File: src/hw/rtl/cdq_pkg.sv
`timescale 1ns / 1ps
// ----------------------------------------------------------------------------
// cdq_pkg
// Shared types and codes for the circular deque.
// ----------------------------------------------------------------------------
package cdq_pkg;

	localparam int DataW   = 32;
	localparam int KindW   = 2;
	localparam int StatusW = 2;
	localparam int OccW    = 4;

	// operation codes
	localparam logic [KindW-1:0] KIND_PUSH_FRONT = 2'd0;
	localparam logic [KindW-1:0] KIND_PUSH_REAR  = 2'd1;
	localparam logic [KindW-1:0] KIND_POP_FRONT  = 2'd2;
	localparam logic [KindW-1:0] KIND_POP_REAR   = 2'd3;

	// status codes
	localparam logic [StatusW-1:0] ST_OK        = 2'd0;
	localparam logic [StatusW-1:0] ST_OVERFLOW  = 2'd1;
	localparam logic [StatusW-1:0] ST_UNDERFLOW = 2'd2;

	typedef enum logic [2:0] {
		S_IDLE,
		S_OP,
		S_POP_WAIT,
		S_FRONT_RD,
		S_FRONT_WAIT
	} cdq_state_t;

endpackage

File: src/hw/rtl/cdq_ram.sv
`timescale 1ns / 1ps
// ----------------------------------------------------------------------------
// cdq_ram
// Generic single-write, single-read RAM with registered read data.
// ----------------------------------------------------------------------------
module cdq_ram #(
	parameter int WIDTH = 32,
	parameter int DEPTH = 8
) (
	input  logic                     clk,
	input  logic                     we,
	input  logic [$clog2(DEPTH)-1:0] waddr,
	input  logic [WIDTH-1:0]         wdata,
	input  logic [$clog2(DEPTH)-1:0] raddr,
	output logic [WIDTH-1:0]         rdata
);

	logic [WIDTH-1:0] mem [DEPTH];

	always_ff @(posedge clk) begin
		if (we) begin
			mem[waddr] <= wdata;
		end
		rdata <= mem[raddr];
	end

endmodule

File: src/hw/rtl/circular_deque.sv
`timescale 1ns / 1ps
// ----------------------------------------------------------------------------
// circular_deque
// Double-ended queue of DEPTH signed 32-bit entries in a circular RAM.
// ----------------------------------------------------------------------------
// Busy states: S_OP, then S_POP_WAIT for a successful pop or S_FRONT_RD
//   otherwise, then S_FRONT_WAIT; the result is on the outputs in the cycle
//   after the last busy cycle. One transaction runs at a time, as the
//   single RAM read port serves the popped entry, then the new front entry.
// A new start is taken in the same cycle that done is shown; the receiver
//   cannot stall, so results never back up.
// Reset: arst_n clears indices, count and the sequencer; RAM is not cleared
//   (only entries between front and rear are ever read).
// ----------------------------------------------------------------------------
module circular_deque
	import cdq_pkg::*;
#(
	parameter int DEPTH = 8
) (
	input  logic                      clk,
	input  logic                      arst_n,
	input  logic                      start,
	output logic                      busy,
	input  logic [KindW-1:0]          kind,
	input  logic signed [DataW-1:0]   data_in,
	output logic                      done,
	output logic [StatusW-1:0]        status,
	output logic signed [DataW-1:0]   popped_value,
	output logic signed [DataW-1:0]   front_value,
	output logic                      is_empty,
	output logic [OccW-1:0]           occupancy
);

	localparam int IdxW = $clog2(DEPTH);
	localparam int CntW = $clog2(DEPTH + 1);
	localparam logic [IdxW-1:0] IdxLast = IdxW'(DEPTH - 1);
	localparam logic [CntW-1:0] CntFull = CntW'(DEPTH);

	// sequencer
	cdq_state_t state_q, state_d;

	// deque bookkeeping
	logic [IdxW-1:0] front_q, rear_q;
	logic [CntW-1:0] count_q;

	// latched transaction
	logic [KindW-1:0] kind_q;
	logic [DataW-1:0] data_q;

	// RAM port
	logic             ram_we;
	logic [IdxW-1:0]  ram_waddr, ram_raddr;
	logic [DataW-1:0] ram_wdata, ram_rdata;

	// result registers
	logic               done_q;
	logic [StatusW-1:0] status_q;
	logic [DataW-1:0]   popped_q, front_val_q;

	// decode of the latched op against current occupancy
	logic is_push, is_full, is_empty_now, push_ok, pop_ok;
	logic [IdxW-1:0] front_dn, rear_up, front_up, rear_dn;

	assign is_push      = (kind_q == KIND_PUSH_FRONT) || (kind_q == KIND_PUSH_REAR);
	assign is_full      = (count_q == CntFull);
	assign is_empty_now = (count_q == '0);
	assign push_ok      = is_push && !is_full;
	assign pop_ok       = !is_push && !is_empty_now;

	// wrapping neighbors; DEPTH need not be a power of two
	assign front_dn = (front_q == '0) ? IdxLast : front_q - 1'b1;
	assign front_up = (front_q == IdxLast) ? '0 : front_q + 1'b1;
	assign rear_up  = (rear_q == IdxLast) ? '0 : rear_q + 1'b1;
	assign rear_dn  = (rear_q == '0) ? IdxLast : rear_q - 1'b1;

	cdq_ram #(
		.WIDTH (DataW),
		.DEPTH (DEPTH)
	) u_ram (
		.clk   (clk),
		.we    (ram_we),
		.waddr (ram_waddr),
		.wdata (ram_wdata),
		.raddr (ram_raddr),
		.rdata (ram_rdata)
	);

	// next state
	always_comb begin
		state_d = state_q;
		case (state_q)
			S_IDLE: begin
				if (start) begin
					state_d = S_OP;
				end
			end
			S_OP: begin
				// successful pops read the victim entry first; everything else goes
				// straight to the front read
				state_d = pop_ok ? S_POP_WAIT : S_FRONT_RD;
			end
			S_POP_WAIT:   state_d = S_FRONT_WAIT;
			S_FRONT_RD:   state_d = S_FRONT_WAIT;
			S_FRONT_WAIT: state_d = S_IDLE;
			default:      state_d = S_IDLE;
		endcase
	end

	// RAM controls per state
	always_comb begin
		ram_we    = 1'b0;
		ram_waddr = front_q;
		ram_wdata = data_q;
		ram_raddr = front_q;
		case (state_q)
			S_OP: begin
				if (push_ok) begin
					ram_we = 1'b1;
					if (is_empty_now) begin
						ram_waddr = '0;
					end else if (kind_q == KIND_PUSH_FRONT) begin
						ram_waddr = front_dn;
					end else begin
						ram_waddr = rear_up;
					end
				end
				// pop address: the entry being removed
				ram_raddr = (kind_q == KIND_POP_REAR) ? rear_q : front_q;
			end
			// front_q already holds the post-op index here; the write in
			// S_OP has landed, so the read sees the new entry
			S_POP_WAIT: ram_raddr = front_q;
			S_FRONT_RD: ram_raddr = front_q;
			default:    ram_raddr = front_q;
		endcase
	end

	assign busy = (state_q != S_IDLE);

	always_ff @(posedge clk or negedge arst_n) begin
		if (!arst_n) begin
			state_q <= S_IDLE;
			front_q <= '0;
			rear_q  <= '0;
			count_q <= '0;
			done_q  <= 1'b0;
		end else begin
			state_q <= state_d;
			done_q  <= (state_q == S_FRONT_WAIT);
			if (state_q == S_OP) begin
				if (push_ok) begin
					count_q <= count_q + 1'b1;
					if (is_empty_now) begin
						front_q <= '0;
						rear_q  <= '0;
					end else if (kind_q == KIND_PUSH_FRONT) begin
						front_q <= front_dn;
					end else begin
						rear_q <= rear_up;
					end
				end else if (pop_ok) begin
					count_q <= count_q - 1'b1;
					// last entry out: indices stay, next push resets them
					if (count_q != CntW'(1)) begin
						if (kind_q == KIND_POP_FRONT) begin
							front_q <= front_up;
						end else begin
							rear_q <= rear_dn;
						end
					end
				end
			end
		end
	end

	// payload registers
	always_ff @(posedge clk) begin
		if (state_q == S_IDLE && start) begin
			kind_q <= kind;
			data_q <= data_in;
		end
		if (state_q == S_OP) begin
			popped_q <= '0;
			if (is_push) begin
				status_q <= is_full ? ST_OVERFLOW : ST_OK;
			end else begin
				status_q <= is_empty_now ? ST_UNDERFLOW : ST_OK;
			end
		end
		if (state_q == S_POP_WAIT) begin
			popped_q <= ram_rdata;
		end
		if (state_q == S_FRONT_WAIT) begin
			front_val_q <= (count_q != '0) ? ram_rdata : '0;
		end
	end

	// front_val_q lands with done; status/popped/count are stable by then
	assign done         = done_q;
	assign status       = status_q;
	assign popped_value = popped_q;
	assign front_value  = front_val_q;
	assign is_empty     = (count_q == '0);
	assign occupancy    = OccW'(count_q);

endmodule

File: config.mk
export PLATFORM = sky130hd
export DESIGN_NAME = circular_deque
export DESIGN_NICKNAME = d
export VERILOG_FILES = /design/src/hw/rtl/cdq_pkg.sv /design/src/hw/rtl/cdq_ram.sv /design/src/hw/rtl/circular_deque.sv
export SDC_FILE = /design/constraint.sdc
export NUM_CORES = 1
export LEC_CHECK = 0
export BUFFER_PORTS_ARGS = -buffer_cell sky130_fd_sc_hd__buf_2
export CELL_PAD_IN_SITES_DETAIL_PLACEMENT = 1
export CELL_PAD_IN_SITES_GLOBAL_PLACEMENT = 2
export CORE_MARGIN = 10
export CORE_UTILIZATION = 45
export DETAILED_ROUTE_END_ITERATION = 7
export GPL_ROUTABILITY_DRIVEN = 0
export PLACE_DENSITY = 0.81
export SYNTH_ARGS = -nofsm -noshare
export SYNTH_HDL_FRONTEND = slang
export SYNTH_SLANG_ARGS = --single-unit
File: constraint.sdc
create_clock -name clk -period 10.6 [get_ports clk]
set_input_delay 1.59 -clock clk [delete_from_list [all_inputs] [get_ports clk]]
set_output_delay 1.59 -clock clk [all_outputs]
set_load 0.05 [all_outputs]
### Yosys cells after proc, flatten, opt, wreduce, memory -nomap -nowiden

Memory sizes are Yosys's and may differ from the RTL's. A register that Yosys moved wholly into a read port is not among the register bits.
Cells that the tools add are included.

* bits in registers: 114
* bits in writable memories: 256
* input port bits: 37
* output and inout bits: 73
* logic and storage cells: 90
* memories kept: 1

Memory list
* u_ram.mem: words 8, width 32, rd ports 1, clocked after memory_dff 1, wr ports 1, line cdq_ram.sv:18 `logic [WIDTH-1:0] mem [DEPTH];`

* add/subtract/negate cells: 6
* eq/ne operators: 15
* multiplexer cells: 36
* reduce and logical (&&, ||, !) cells: 22

Operators with widths (number)
* 3-bit two-way mux: 23
* 32-bit two-way mux: 2
* 5-bit AND reduction: 2
* 3-bit equality test (second input constant): 3
* 3-bit zero test: 3
* 3-bit case mux with 3 select lines: 1
* 4-bit two-way mux: 2
* 2-bit nonzero test: 4
* 3-bit by 1-bit adder with 3-bit output (second input constant): 2
* 3-bit by 2-bit equality test with 1-bit output (second input constant): 2
* 1-bit two-way mux: 6
* 3-bit by 1-bit subtractor with 3-bit output (second input constant): 2
* 4-bit by 1-bit adder with 4-bit output (second input constant): 1
* 2-bit equality test (second input constant): 2
* 4-bit equality test (second input constant): 1
* 4-bit zero test: 1
* 2-bit two-way mux: 2
* 2-bit inequality test (second input constant): 2
* 4-bit by 1-bit inequality test with 1-bit output (second input constant): 1
* 4-bit nonzero test: 1
* 4-bit by 1-bit subtractor with 4-bit output (second input constant): 1
* 3-bit by 1-bit equality test with 1-bit output (second input constant): 1
* 1-bit logical AND: 3
* 1-bit zero test: 3
* other kinds (8): 8

### Depth between registers and ports, before layout

Gate-level depths: netlist (run 1).

* depth in word-level cells: 7
* depth in mapped cells: 9
* depth with buffers taken out: 7

### By module

A second synthesis (run 1) with hierarchy kept.

* cell total of the unflattened synthesis: 731
* area, all modules: 15124.5 um^2

Modules (own cells, without submodules)
* cdq_ram: times used 1, cells an instance 415, area each 10466.3 um^2, sequential area each 8328.0 um^2
* circular_deque: times used 1, cells an instance 316, area each 4658.2 um^2, sequential area each 3353.2 um^2

### Worst setup path before layout (run 1)

Ideal clock, no wire load.

* path type: register -> register
* start point: register count_q[1] (netlist: occupancy[1])
* end point: memory u_ram.mem[0][0], enable pin
* library setup time: 0.421 ns
* arrival time: 3.417 ns
* required time: 10.179 ns
* setup slack: 6.762 ns
* stages on the path, launching flop included: 8
* path buffers: 0
* clock period less this slack: 3.838 ns
* cells stage by stage: dfrtp_1 inv_1 ha_1 nor2b_1 a21oi_1 nand2_1 a22o_1 nor2_1

* longest elaborated chain between the ends: 7
* elaborated cells between the ends (all ways): 11
* those cells by class: 1 x eq/ne; 7 x mux; 3 x reduce/logical

RTL lines
* start, declared: line circular_deque.sv:44 `logic [CntW-1:0] count_q;`
* start signal, assigned: line circular_deque.sv:152 `count_q <= count_q + 1'b1;`
* start signal, assigned: line circular_deque.sv:162 `count_q <= count_q - 1'b1;`
* 4-bit equality test: line circular_deque.sv:65 `assign is_full = (count_q == CntFull);`
* 1-bit zero test: line circular_deque.sv:67 `assign push_ok = is_push && !is_full;`
* 1-bit logical AND: line circular_deque.sv:67
* 1-bit two-way mux: line circular_deque.sv:117 `if (push_ok) begin`
* 1-bit two-way mux: line circular_deque.sv:115 `case (state_q)`
* 1-bit two-way mux: line cdq_ram.sv:21 `if (we) begin`
* 1-bit two-way mux (not written as such): line cdq_ram.sv:22 `mem[waddr] <= wdata;`
* end, declared: line cdq_ram.sv:18

Parallel ways exist; a longest one is shown, timed or not.

### Worst setup path in the final report (run 1)

* start point: register count_q[1] (netlist: occupancy[1])
* end point: output is_empty

* longest elaborated chain between the ends: 1

RTL lines
* 4-bit zero test: line circular_deque.sv:203 `assign is_empty = (count_q == '0);`
* end, declared: line circular_deque.sv:30 `output logic is_empty,`

Every way passes these cells.

==> flow_summary.ini, run 1 <==
[sta]
tightest_slew_ns = 1.240
skew_ns = 0.02077
tns_ns = 0
timing.final.ws_setup_ns = 6.061
finalHoldViolations = 0
timing.fmax_ghz = 0.2203
timing.hold.ws_ns = 0.4917
slew_viol_final = 0
setup_viol = 0
grt_setup_unrepaired = false
period_share = 0.4282
fin_crit_ns = 4.539
slew_headroom = 0.1713

[pwr]
switchingPower_mw = 2.307
vdd_drop_max_uv = 146.9
seqPwrFrac = 0.403
swShare = 0.3884
total_leakage_power_nw = 6.341
p_total_mw = 5.941
p_comb_frac = 0.342
p_int_mw = 3.634
pwr-share-clk = 0.255
cellPowerDensity_nw_per_um2 = 317.0

[grt]
grt_pass1_wl_mm = 68.36
antenna_found_initial = 0
grt_usage = 0.1980
grt_pass1_vias = 11370
grt_overflow = 0
grt_max_degree = 97

[critical_path]
path_class = reg2out
cp-end-kind = primary output
slowest_stage = nor2_4
cp_top_family = simple AND/OR/NAND/NOR gates
cp.buffers_inverters = 2
crit_fanout = 34
worstPathArrival_ns = 2.95
crit_chain = inv_1 -> ha_1 -> nand2b_1 -> nor2_4 -> buf_2
crit_path_max_incr_delay_ns = 0.85
required_ns = 9.01
worstSetupStartpointType = flip-flop

[final_layout]
synthToLayoutAreaGrowth_pct = 14.45
drive_gt1_frac = 0.1653
n_fill_cell = 3577
final_cell_mix = 356 x edfxtp_1, 167 x nand3_1, 109 x buf_2
nets = 1352
final_util = 0.5243
final_common_cell = edfxtp_1
final_area_um2 = 18740
finalNonFillerCells = 1798
regArea_um2 = 11680
multi_input_area_um2 = 4297
diodes = 0

[place]
place_area_um2 = 17340
placed_cells = 1720
hpwl_mm = 24.72
place_ws_ns = 6.629
portBuffers = 109

[clock_tree]
cts_resized = 0
holdBufCountCts = 0
cts.sinks = 402
clock_path_buffers = 3
cts_made_buffers = 43
post_cts.repair.setup_buffers = 0
clkLatencyLatePin_ns = 0.57
clk_pin_slew_ns = 0.06
tritoncts = built
root_buffer = clkbuf_16
htreeDepth = 2

[drt]
vias = 10730
via_per_inst = 5.968
drtIter0Drc = 719
wl_per_cell_um = 24.70
first_pass_iters = 5
wirelength_mm = 44.42
ant_nets = 0
route.detailed.drc = 0

[flow_run]
cap_viol_max_count = 0

[synth]
synth-edff-count = 356
synth_cells = 1223
yosysSeqAreaShare = 0.7134
synth_top_flop_cell = edfxtp_1
syn_avg_cell_area_um2 = 13.39
synthArstFlopShare = 0.03483
netlist-cell-type-count = 55
ys_ff_latch = 402
synth_area_um2 = 16370
syn_nets = 1271
ys_warn_count = 0

[die]
rows = 69
die_w_um = 210.8
die_y_um = 210.8
die-area_um2 = 44420
initial_core_util = 0.4581
core_area_um2 = 35740
top_level_ports = 110

[status]
status = complete, no violations

[hold_path]
hp-class = reg2reg
-- registers in the layout (all words and copies together), names as in the netlist --
name and count:
front_q 3, u_ram.mem 256, u_ram.rdata 32, occupancy 4
done 1, state_q 3, status 2, front_value 32
rear_q 3, data_q 32, kind_q 2, popped_value 32
-- power by group through the flow --
stage | registers, mW | clock network (mW) | logic (mW)
floorplan | 2.71 | 0 | 1.09
global placement | 2.41 | 0 | 1.98
detailed placement | 2.42 | 0 | 2.04
CTS | 2.40 | 1.54 | 2.05
global route | 2.43 | 1.61 | 2.20
finish | 2.39 | 1.52 | 2.03
-- metal layers --
metal  up-vias  wire length [um]  global-route usage  part of all wire
li1       4837                 -                   -                 -
met4         0              1020             0.06144             0.023
met1      5561             19040              0.2485              0.43
met5         -                 0                   0                 0
met2       268             22070              0.3400              0.50
met3        65              2279             0.03783             0.051
-- worst paths after layout --
check	depth (start not counted)	from	slack [ns]	end
worst max-delay path	5	occupancy[1]	6.06	is_empty
max in group asynchronous	1	arst_n	9.38	rear_q[1]
worst min-delay path	1	state_q[2]	0.49	state_q[2]
min in group asynchronous	1	arst_n	0.93	occupancy[2]
worst max register to register	8	occupancy[1]	6.80	u_ram.mem[6][31]
worst min register to register	1	state_q[2]	0.49	state_q[2]
-- area by class of cell --
| class | instances | area share |
|---|---|---|
| Sequential cell | 402 | 0.6234 |
| Clock inverter | 21 | 0.01349 |
| Timing Repair Buffer | 135 | 0.03953 |
| Inverter | 11 | 0.002203 |
| Clock buffer | 57 | 0.06129 |
| Multi-Input combinational cell | 711 | 0.2293 |
| Tap cell | 461 | 0.03078 |
-- Yosys cell counts, types with 6 or more instances --
library cell / instances / area [um2]
inv_1: 9 / 33.78
nand2b_1: 37 / 231.5
nor2_1: 21 / 78.83
a311oi_1: 32 / 280.3
nand2_1: 75 / 281.5
clkbuf_1: 60 / 225.2
a32oi_1: 32 / 280.3
dfrtp_1: 14 / 350.3
edfxtp_1: 356 / 10690
and3_1: 32 / 200.2
dfxtp_1: 32 / 640.6
nand3_1: 168 / 840.8
o21ai_1: 18 / 90.09
a211oi_1: 34 / 255.2
nor2b_1: 36 / 225.2
ha_1: 11 / 137.6
buf_2: 25 / 125.1
and2_1: 34 / 212.7
o21ai_0: 90 / 450.4
a21oi_1: 45 / 225.2
buf_1: 6 / 22.52
-- cells by family (layout without fill, tap and decap cells) --
| logic type | after synthesis | in the layout | share of synthesized area |
|---|---|---|---|
| adder cells (fa/ha/maj) | 11 | 11 | 0.008406 |
| buffers and inverters | 110 | 224 | 0.03057 |
| AO/OA/AOI/OAI | 277 | 277 | 0.1111 |
| AND/OR/NAND/NOR | 420 | 420 | 0.1349 |
| flip-flops | 402 | 402 | 0.7134 |
| XOR/XNOR | 3 | 3 | 0.001605 |
(Power assumes the default switching activity.)
==> inputs of run 2 (changes only) <==
- CORE_UTILIZATION: 45 -> 43
- PLACE_DENSITY: 0.81 -> 0.78
- clock period: 10.6 -> 4.6 ns (I/O delays scaled with it)
==> run 2 against run 1 <==
Against the previous run: global-route usage fell by 0.83 points; total power rose by 130%; register-to-register slack worse by 5.8 ns; critical path depth increased by 3; first-iteration DRC count increased by 23%; clock power rose by 120%; via count is 0.21% higher; core utilization shrank 2.0 points; setup slack got worse by 5.1 ns; sequential share of layout area shrank 0.64 points; sequential power up 130%; critical endpoint is now u_ram.mem[5][0]; highest routed layer unchanged.
==> flow_summary.ini, run 2 (synthesis gave the netlist of run 1 again) <==
[clock_tree]
htreeDepth = 2
holdBufCountCts = 0
clk_pin_slew_ns = 0.06
cts_made_buffers = 44
cts.sinks = 402
post_cts.repair.setup_buffers = 0
tritoncts = built
clock_path_buffers = 3
clkLatencyLatePin_ns = 0.57
cts_resized = 0
root_buffer = clkbuf_16

[die]
die_w_um = 215.1
top_level_ports = 110
core_area_um2 = 37580
initial_core_util = 0.4357
die-area_um2 = 46280
rows = 71
die_y_um = 215.1

[pwr]
total_leakage_power_nw = 6.389
p_total_mw = 13.66
cellPowerDensity_nw_per_um2 = 721.3
vdd_drop_max_uv = 310.1

[final_layout]
synthToLayoutAreaGrowth_pct = 15.64
final_cell_mix = 356 x edfxtp_1, 167 x nand3_1, 109 x buf_2
final_area_um2 = 18930
finalNonFillerCells = 1859
nets = 1362
final_util = 0.5038
largest_reg_flops = 256
largest-register = u_ram.mem
drive_gt1_frac = 0.1728
final_common_cell = edfxtp_1
diodes = 0
n_fill_cell = 3760

[drt]
drtIter0Drc = 884
ant_nets = 0
via_per_inst = 5.784
wirelength_mm = 44.78
wl_per_cell_um = 24.09
route.detailed.drc = 0
vias = 10750
first_pass_iters = 5

[grt]
grt_max_degree = 63
grt_usage = 0.1897
grt_pass1_wl_mm = 68.59
grt_overflow = 0
antenna_found_initial = 1
grt_pass1_vias = 11350

[place]
place_area_um2 = 17550
placed_cells = 1779
portBuffers = 109
hpwl_mm = 27.29

[critical_path]
worstReg2RegEnd = u_ram.mem[5][0]
reg2reg_depth = 8
r2r-start = occupancy[1]
rrSetupSlack_ns = 0.99
crit_fanout = 17
cp-end-kind = flip-flop
worstSetupStartpointType = flip-flop
worstPathArrival_ns = 3.92
path_class = reg2reg
required_ns = 4.91

[status]
status = complete, no violations

[sta]
setup_viol = 0
tightest_slew_ns = 1.155
slew_viol_final = 0
period_share = 0.7846
finalHoldViolations = 0
grt_setup_unrepaired = false
fin_crit_ns = 3.609
tns_ns = 0
skew_ns = 0.02756
slew_headroom = 0.2302
timing.fmax_ghz = 0.2771

[flow_run]
cap_viol_max_count = 0

[hold_path]
hp-class = in2async
==> run 2: report_power, final <==
| group | switching [mW] | total, mW | internal, mW |
|---|---|---|---|
| Sequential | 0.499 | 5.52 | 5.02 |
| Combinational | 3.43 | 4.73 | 1.31 |
| Clock | 1.40 | 3.41 | 2.01 |
==> run 2: layout make-up <==
class                   count  area [um2]  share of cell area
well taps                 511       639.4             0.03377
inverters                  11       41.29            0.002181
repair buffers            144       883.3             0.04666
clock buffers              66        1224             0.06463
clock inverters            14       163.9            0.008657
flip-flops and latches    402       11680              0.6170
multi-input cells         711        4299              0.2271
==> run 2: per-stage QoR <==
stage,hold WS (ns),worst slack (ns)
global placement,0.4426,0.9490
floorplan,0.3944,0.7624
global route,0.03858,0.7632
detailed placement,0.4818,1.037
CTS,0.01898,0.9653
finish,0.03295,0.9910
==> run 2: worst max-delay path: stages (launching register included) <==
cell     delay (ns)
dfrtp_1        0.45
inv_1          0.11
ha_1           0.27
nor2b_1        0.25
a21oi_1        0.69
nand2_1        0.21
a22oi_1        0.74
nor2_4         0.34
buf_12         0.28
==> run 2: layer usage <==
| metal | vias up | share of wire | track usage |
|---|---|---|---|
| met4 | 0 | 0.016 | 0.04436 |
| met2 | 285 | 0.50 | 0.3282 |
| li1 | 4860 | - | - |
| met3 | 49 | 0.053 | 0.03778 |
| met1 | 5559 | 0.43 | 0.2399 |
| met5 | - | 0 | 0 |
==> run 2: how the worst max path moves through the flow <==
| stage | startpoint | to | slack (ns) |
|---|---|---|---|
| 4_1_cts | occupancy[1] | u_ram.mem[6][14] | 0.97 |
| 6_report | occupancy[1] | u_ram.mem[5][0] | 0.99 |
| 3_3_place_gp | occupancy[0] | u_ram.mem[6][26] | 0.95 |
| 5_1_grt | occupancy[0] | u_ram.mem[5][16] | 0.76 |
| 3_5_place_dp | occupancy[1] | u_ram.mem[6][28] | 1.04 |
| 2_1_floorplan | occupancy[1] | u_ram.mem[0][0] | 0.76 |
==> inputs of run 3 (changes only) <==
- ABC_AREA: default -> 1
- CORE_UTILIZATION: 43 -> 36
- PLACE_DENSITY: 0.78 -> 0.73
- clock period: 4.6 -> 2.96 ns (I/O delays scaled with it)
==> run 3 against run 2 <==
Against the previous run: hold slack better by 0.012 ns; total power grew 61%; synthesized cell count grew 25%; design area rose by 2.8%; wire length decreased by 8.8%; clock skew decreased by 0.0093 ns; highest routed layer unchanged.
==> flow_summary.ini, run 3 <==
[synth]
synth-edff-count = 356
ys_warn_count = 0
syn_nets = 1574
ys_ff_latch = 402
synth_top_area_share = 0.6445
ys_top_cells_by_area = edfxtp_1 64%, nand3_1 8.0%, nand2_1 7.7%
synth.top_cells.by_count = 356 x edfxtp_1, 340 x nand2_1, 312 x inv_1, 264 x nand3_1, 88 x nor2_1
yosysSeqAreaShare = 0.7043
yosysMostFrequentCell = edfxtp_1
synthArstFlopShare = 0.03483
syn_avg_cell_area_um2 = 10.87
synth_top_area_cell = edfxtp_1
synth_area_um2 = 16590
synth_cells = 1526
netlist-cell-type-count = 28
synth_top_flop_cell = edfxtp_1

[final_layout]
final_common_cell = edfxtp_1
n_fill_cell = 4992
largest-register = u_ram.mem
final_cell_mix = 356 x edfxtp_1, 338 x nand2_1, 312 x inv_1
multi_input_area_um2 = 3443
diodes = 0
nets = 1695
largest_reg_flops = 256
drive_gt1_frac = 0.1396
final_area_um2 = 19470
synthToLayoutAreaGrowth_pct = 17.40
regArea_um2 = 11680

[clock_tree]
post_cts.repair.setup_buffers = 0
tritoncts = built
cts_made_buffers = 44
clk_pin_slew_ns = 0.06
cts_resized = 0
root_buffer = clkbuf_16
cts.sinks = 402
clock_path_buffers = 3
htreeDepth = 2
clkLatencyLatePin_ns = 0.57

[pwr]
total_leakage_power_nw = 8.535
cellPowerDensity_nw_per_um2 = 1133
p_total_mw = 22.05
vdd_drop_max_uv = 706.1

[critical_path]
worstPathArrival_ns = 2.91
worstReg2RegEnd = u_ram.mem[2][0]
r2r-start = occupancy[0]
required_ns = 3.20
path_class = reg2reg
crit_fanout = 32
cp-end-kind = flip-flop
reg2reg_depth = 11
rrSetupSlack_ns = 0.29
crit_end = u_ram.mem[2][0]
worstSetupStartpointType = flip-flop
crit_start = occupancy[0]

[grt]
grt_usage = 0.1475
grt_max_degree = 75
grt_pass1_wl_mm = 64.81
antenna_found_initial = 0
grt_pass1_vias = 11260
grt_overflow = 0

[sta]
tns_ns = 0
fin_crit_ns = 2.670
timing.fmax_ghz = 0.3745
tightest_slew_ns = 0.9461
timing.hold.ws_ns = 0.04542
timing.final.ws_setup_ns = 0.2898
setup_viol = 0
finalHoldViolations = 0
slew_viol_final = 0
grt_setup_unrepaired = false
period_share = 0.9021
slew_headroom = 0.3678
skew_ns = 0.01822

[die]
die_y_um = 234.6
rows = 78
die_w_um = 234.6
initial_core_util = 0.3647
die-area_um2 = 55060
top_level_ports = 110
core_area_um2 = 45480

[hold_path]
hp-class = in2reg

[place]
place_ws_ns = 0.3205
place_area_um2 = 17990
portBuffers = 109
hpwl_mm = 25.26

[drt]
ant_nets = 0
drtIter0Drc = 491
wirelength_mm = 40.82
route.detailed.drc = 0
vias = 10530
wl_per_cell_um = 17.88
first_pass_iters = 4
via_per_inst = 4.613

[flow_run]
cap_viol_max_count = 0

[status]
status = complete, no violations
## run 3: cell types whose count changed in the layout (fill, tap and decap cells not counted), sizes merged, moves of 32 or more
cell / before / now
nand2: 75 / 343
nand3: 168 / 265
and3: 32 / 0
a32oi: 32 / 0
inv: 11 / 316
nand2b: 37 / 0
nor2b: 36 / 0
a211oi: 34 / 0
and2: 34 / 0
a21oi: 46 / 2
o21ai: 109 / 22
a311oi: 32 / 0
nor2: 22 / 89
## run 3: worst min path at each step
stage,from,cells past startpoint,to
after floorplan,arst_n,0,done
after global placement,arst_n,1,done
after detailed placement,arst_n,1,done
after CTS,data_in[7],1,data_q[7]
after global routing,data_in[3],1,data_q[3]
final,data_in[20],1,data_q[20]
## run 3: power by group
group	internal (mW)	switching, mW
Combinational	2.09	5.99
Clock	3.29	2.20
Sequential	7.78	0.706
Total	13.2	8.90
## run 3: cell families after synthesis
family          count (synthesis)  synth area share
compound gates                 27          0.009883
xor+xnor                        4          0.002113
fa+ha+maj                      11          0.008298
buf+inv                       381           0.09475
flops                         402            0.7043
simple gates                  701            0.1807
## run 3: worst max-delay path, stage by stage (launching register included)
cell and delay (ns):
dfrtp_2 0.43, inv_1 0.13, ha_1 0.24, inv_1 0.06, nor2_1 0.16, nand2_1 0.12, nand2_2 0.10, nor2_1 0.07
o21ai_2 0.32, nand3_1 0.27, nor2_4 0.17, buf_12 0.25
## run 3: routing by layer
| layer | GRT usage | vias up | wire length (um) |
|---|---|---|---|
| met5 | 0 | - | 0 |
| met4 | 0.03665 | 0 | 680 |
| met3 | 0.02844 | 54 | 1898 |
| met2 | 0.2354 | 184 | 18820 |
| met1 | 0.2027 | 5135 | 19420 |
| li1 | - | 5158 | - |
## run 3: metrics by stage
step           utilization  instances
5_1_grt             0.4281       2283
3_5_place_dp        0.3956       2200
3_3_place_gp        0.3956       2200
4_1_cts             0.4281       2283
2_1_floorplan            -       1526
6_report            0.4281       2283
## run 3: area by class of cell
type	count	share of cell area
clock buffer	63	0.06593
clock inverter	19	0.009510
inverter	314	0.06053
multi-input combinational	743	0.1768
sequential	402	0.6001
tap	600	0.03856
timing repair buffer	142	0.04858
## run 3: what timing repair did
action                                  in CTS  in global routing
hold endpoints to repair                    14                  0
hold buffers                                 1                  0
endpoints found under the setup margin       0                  0
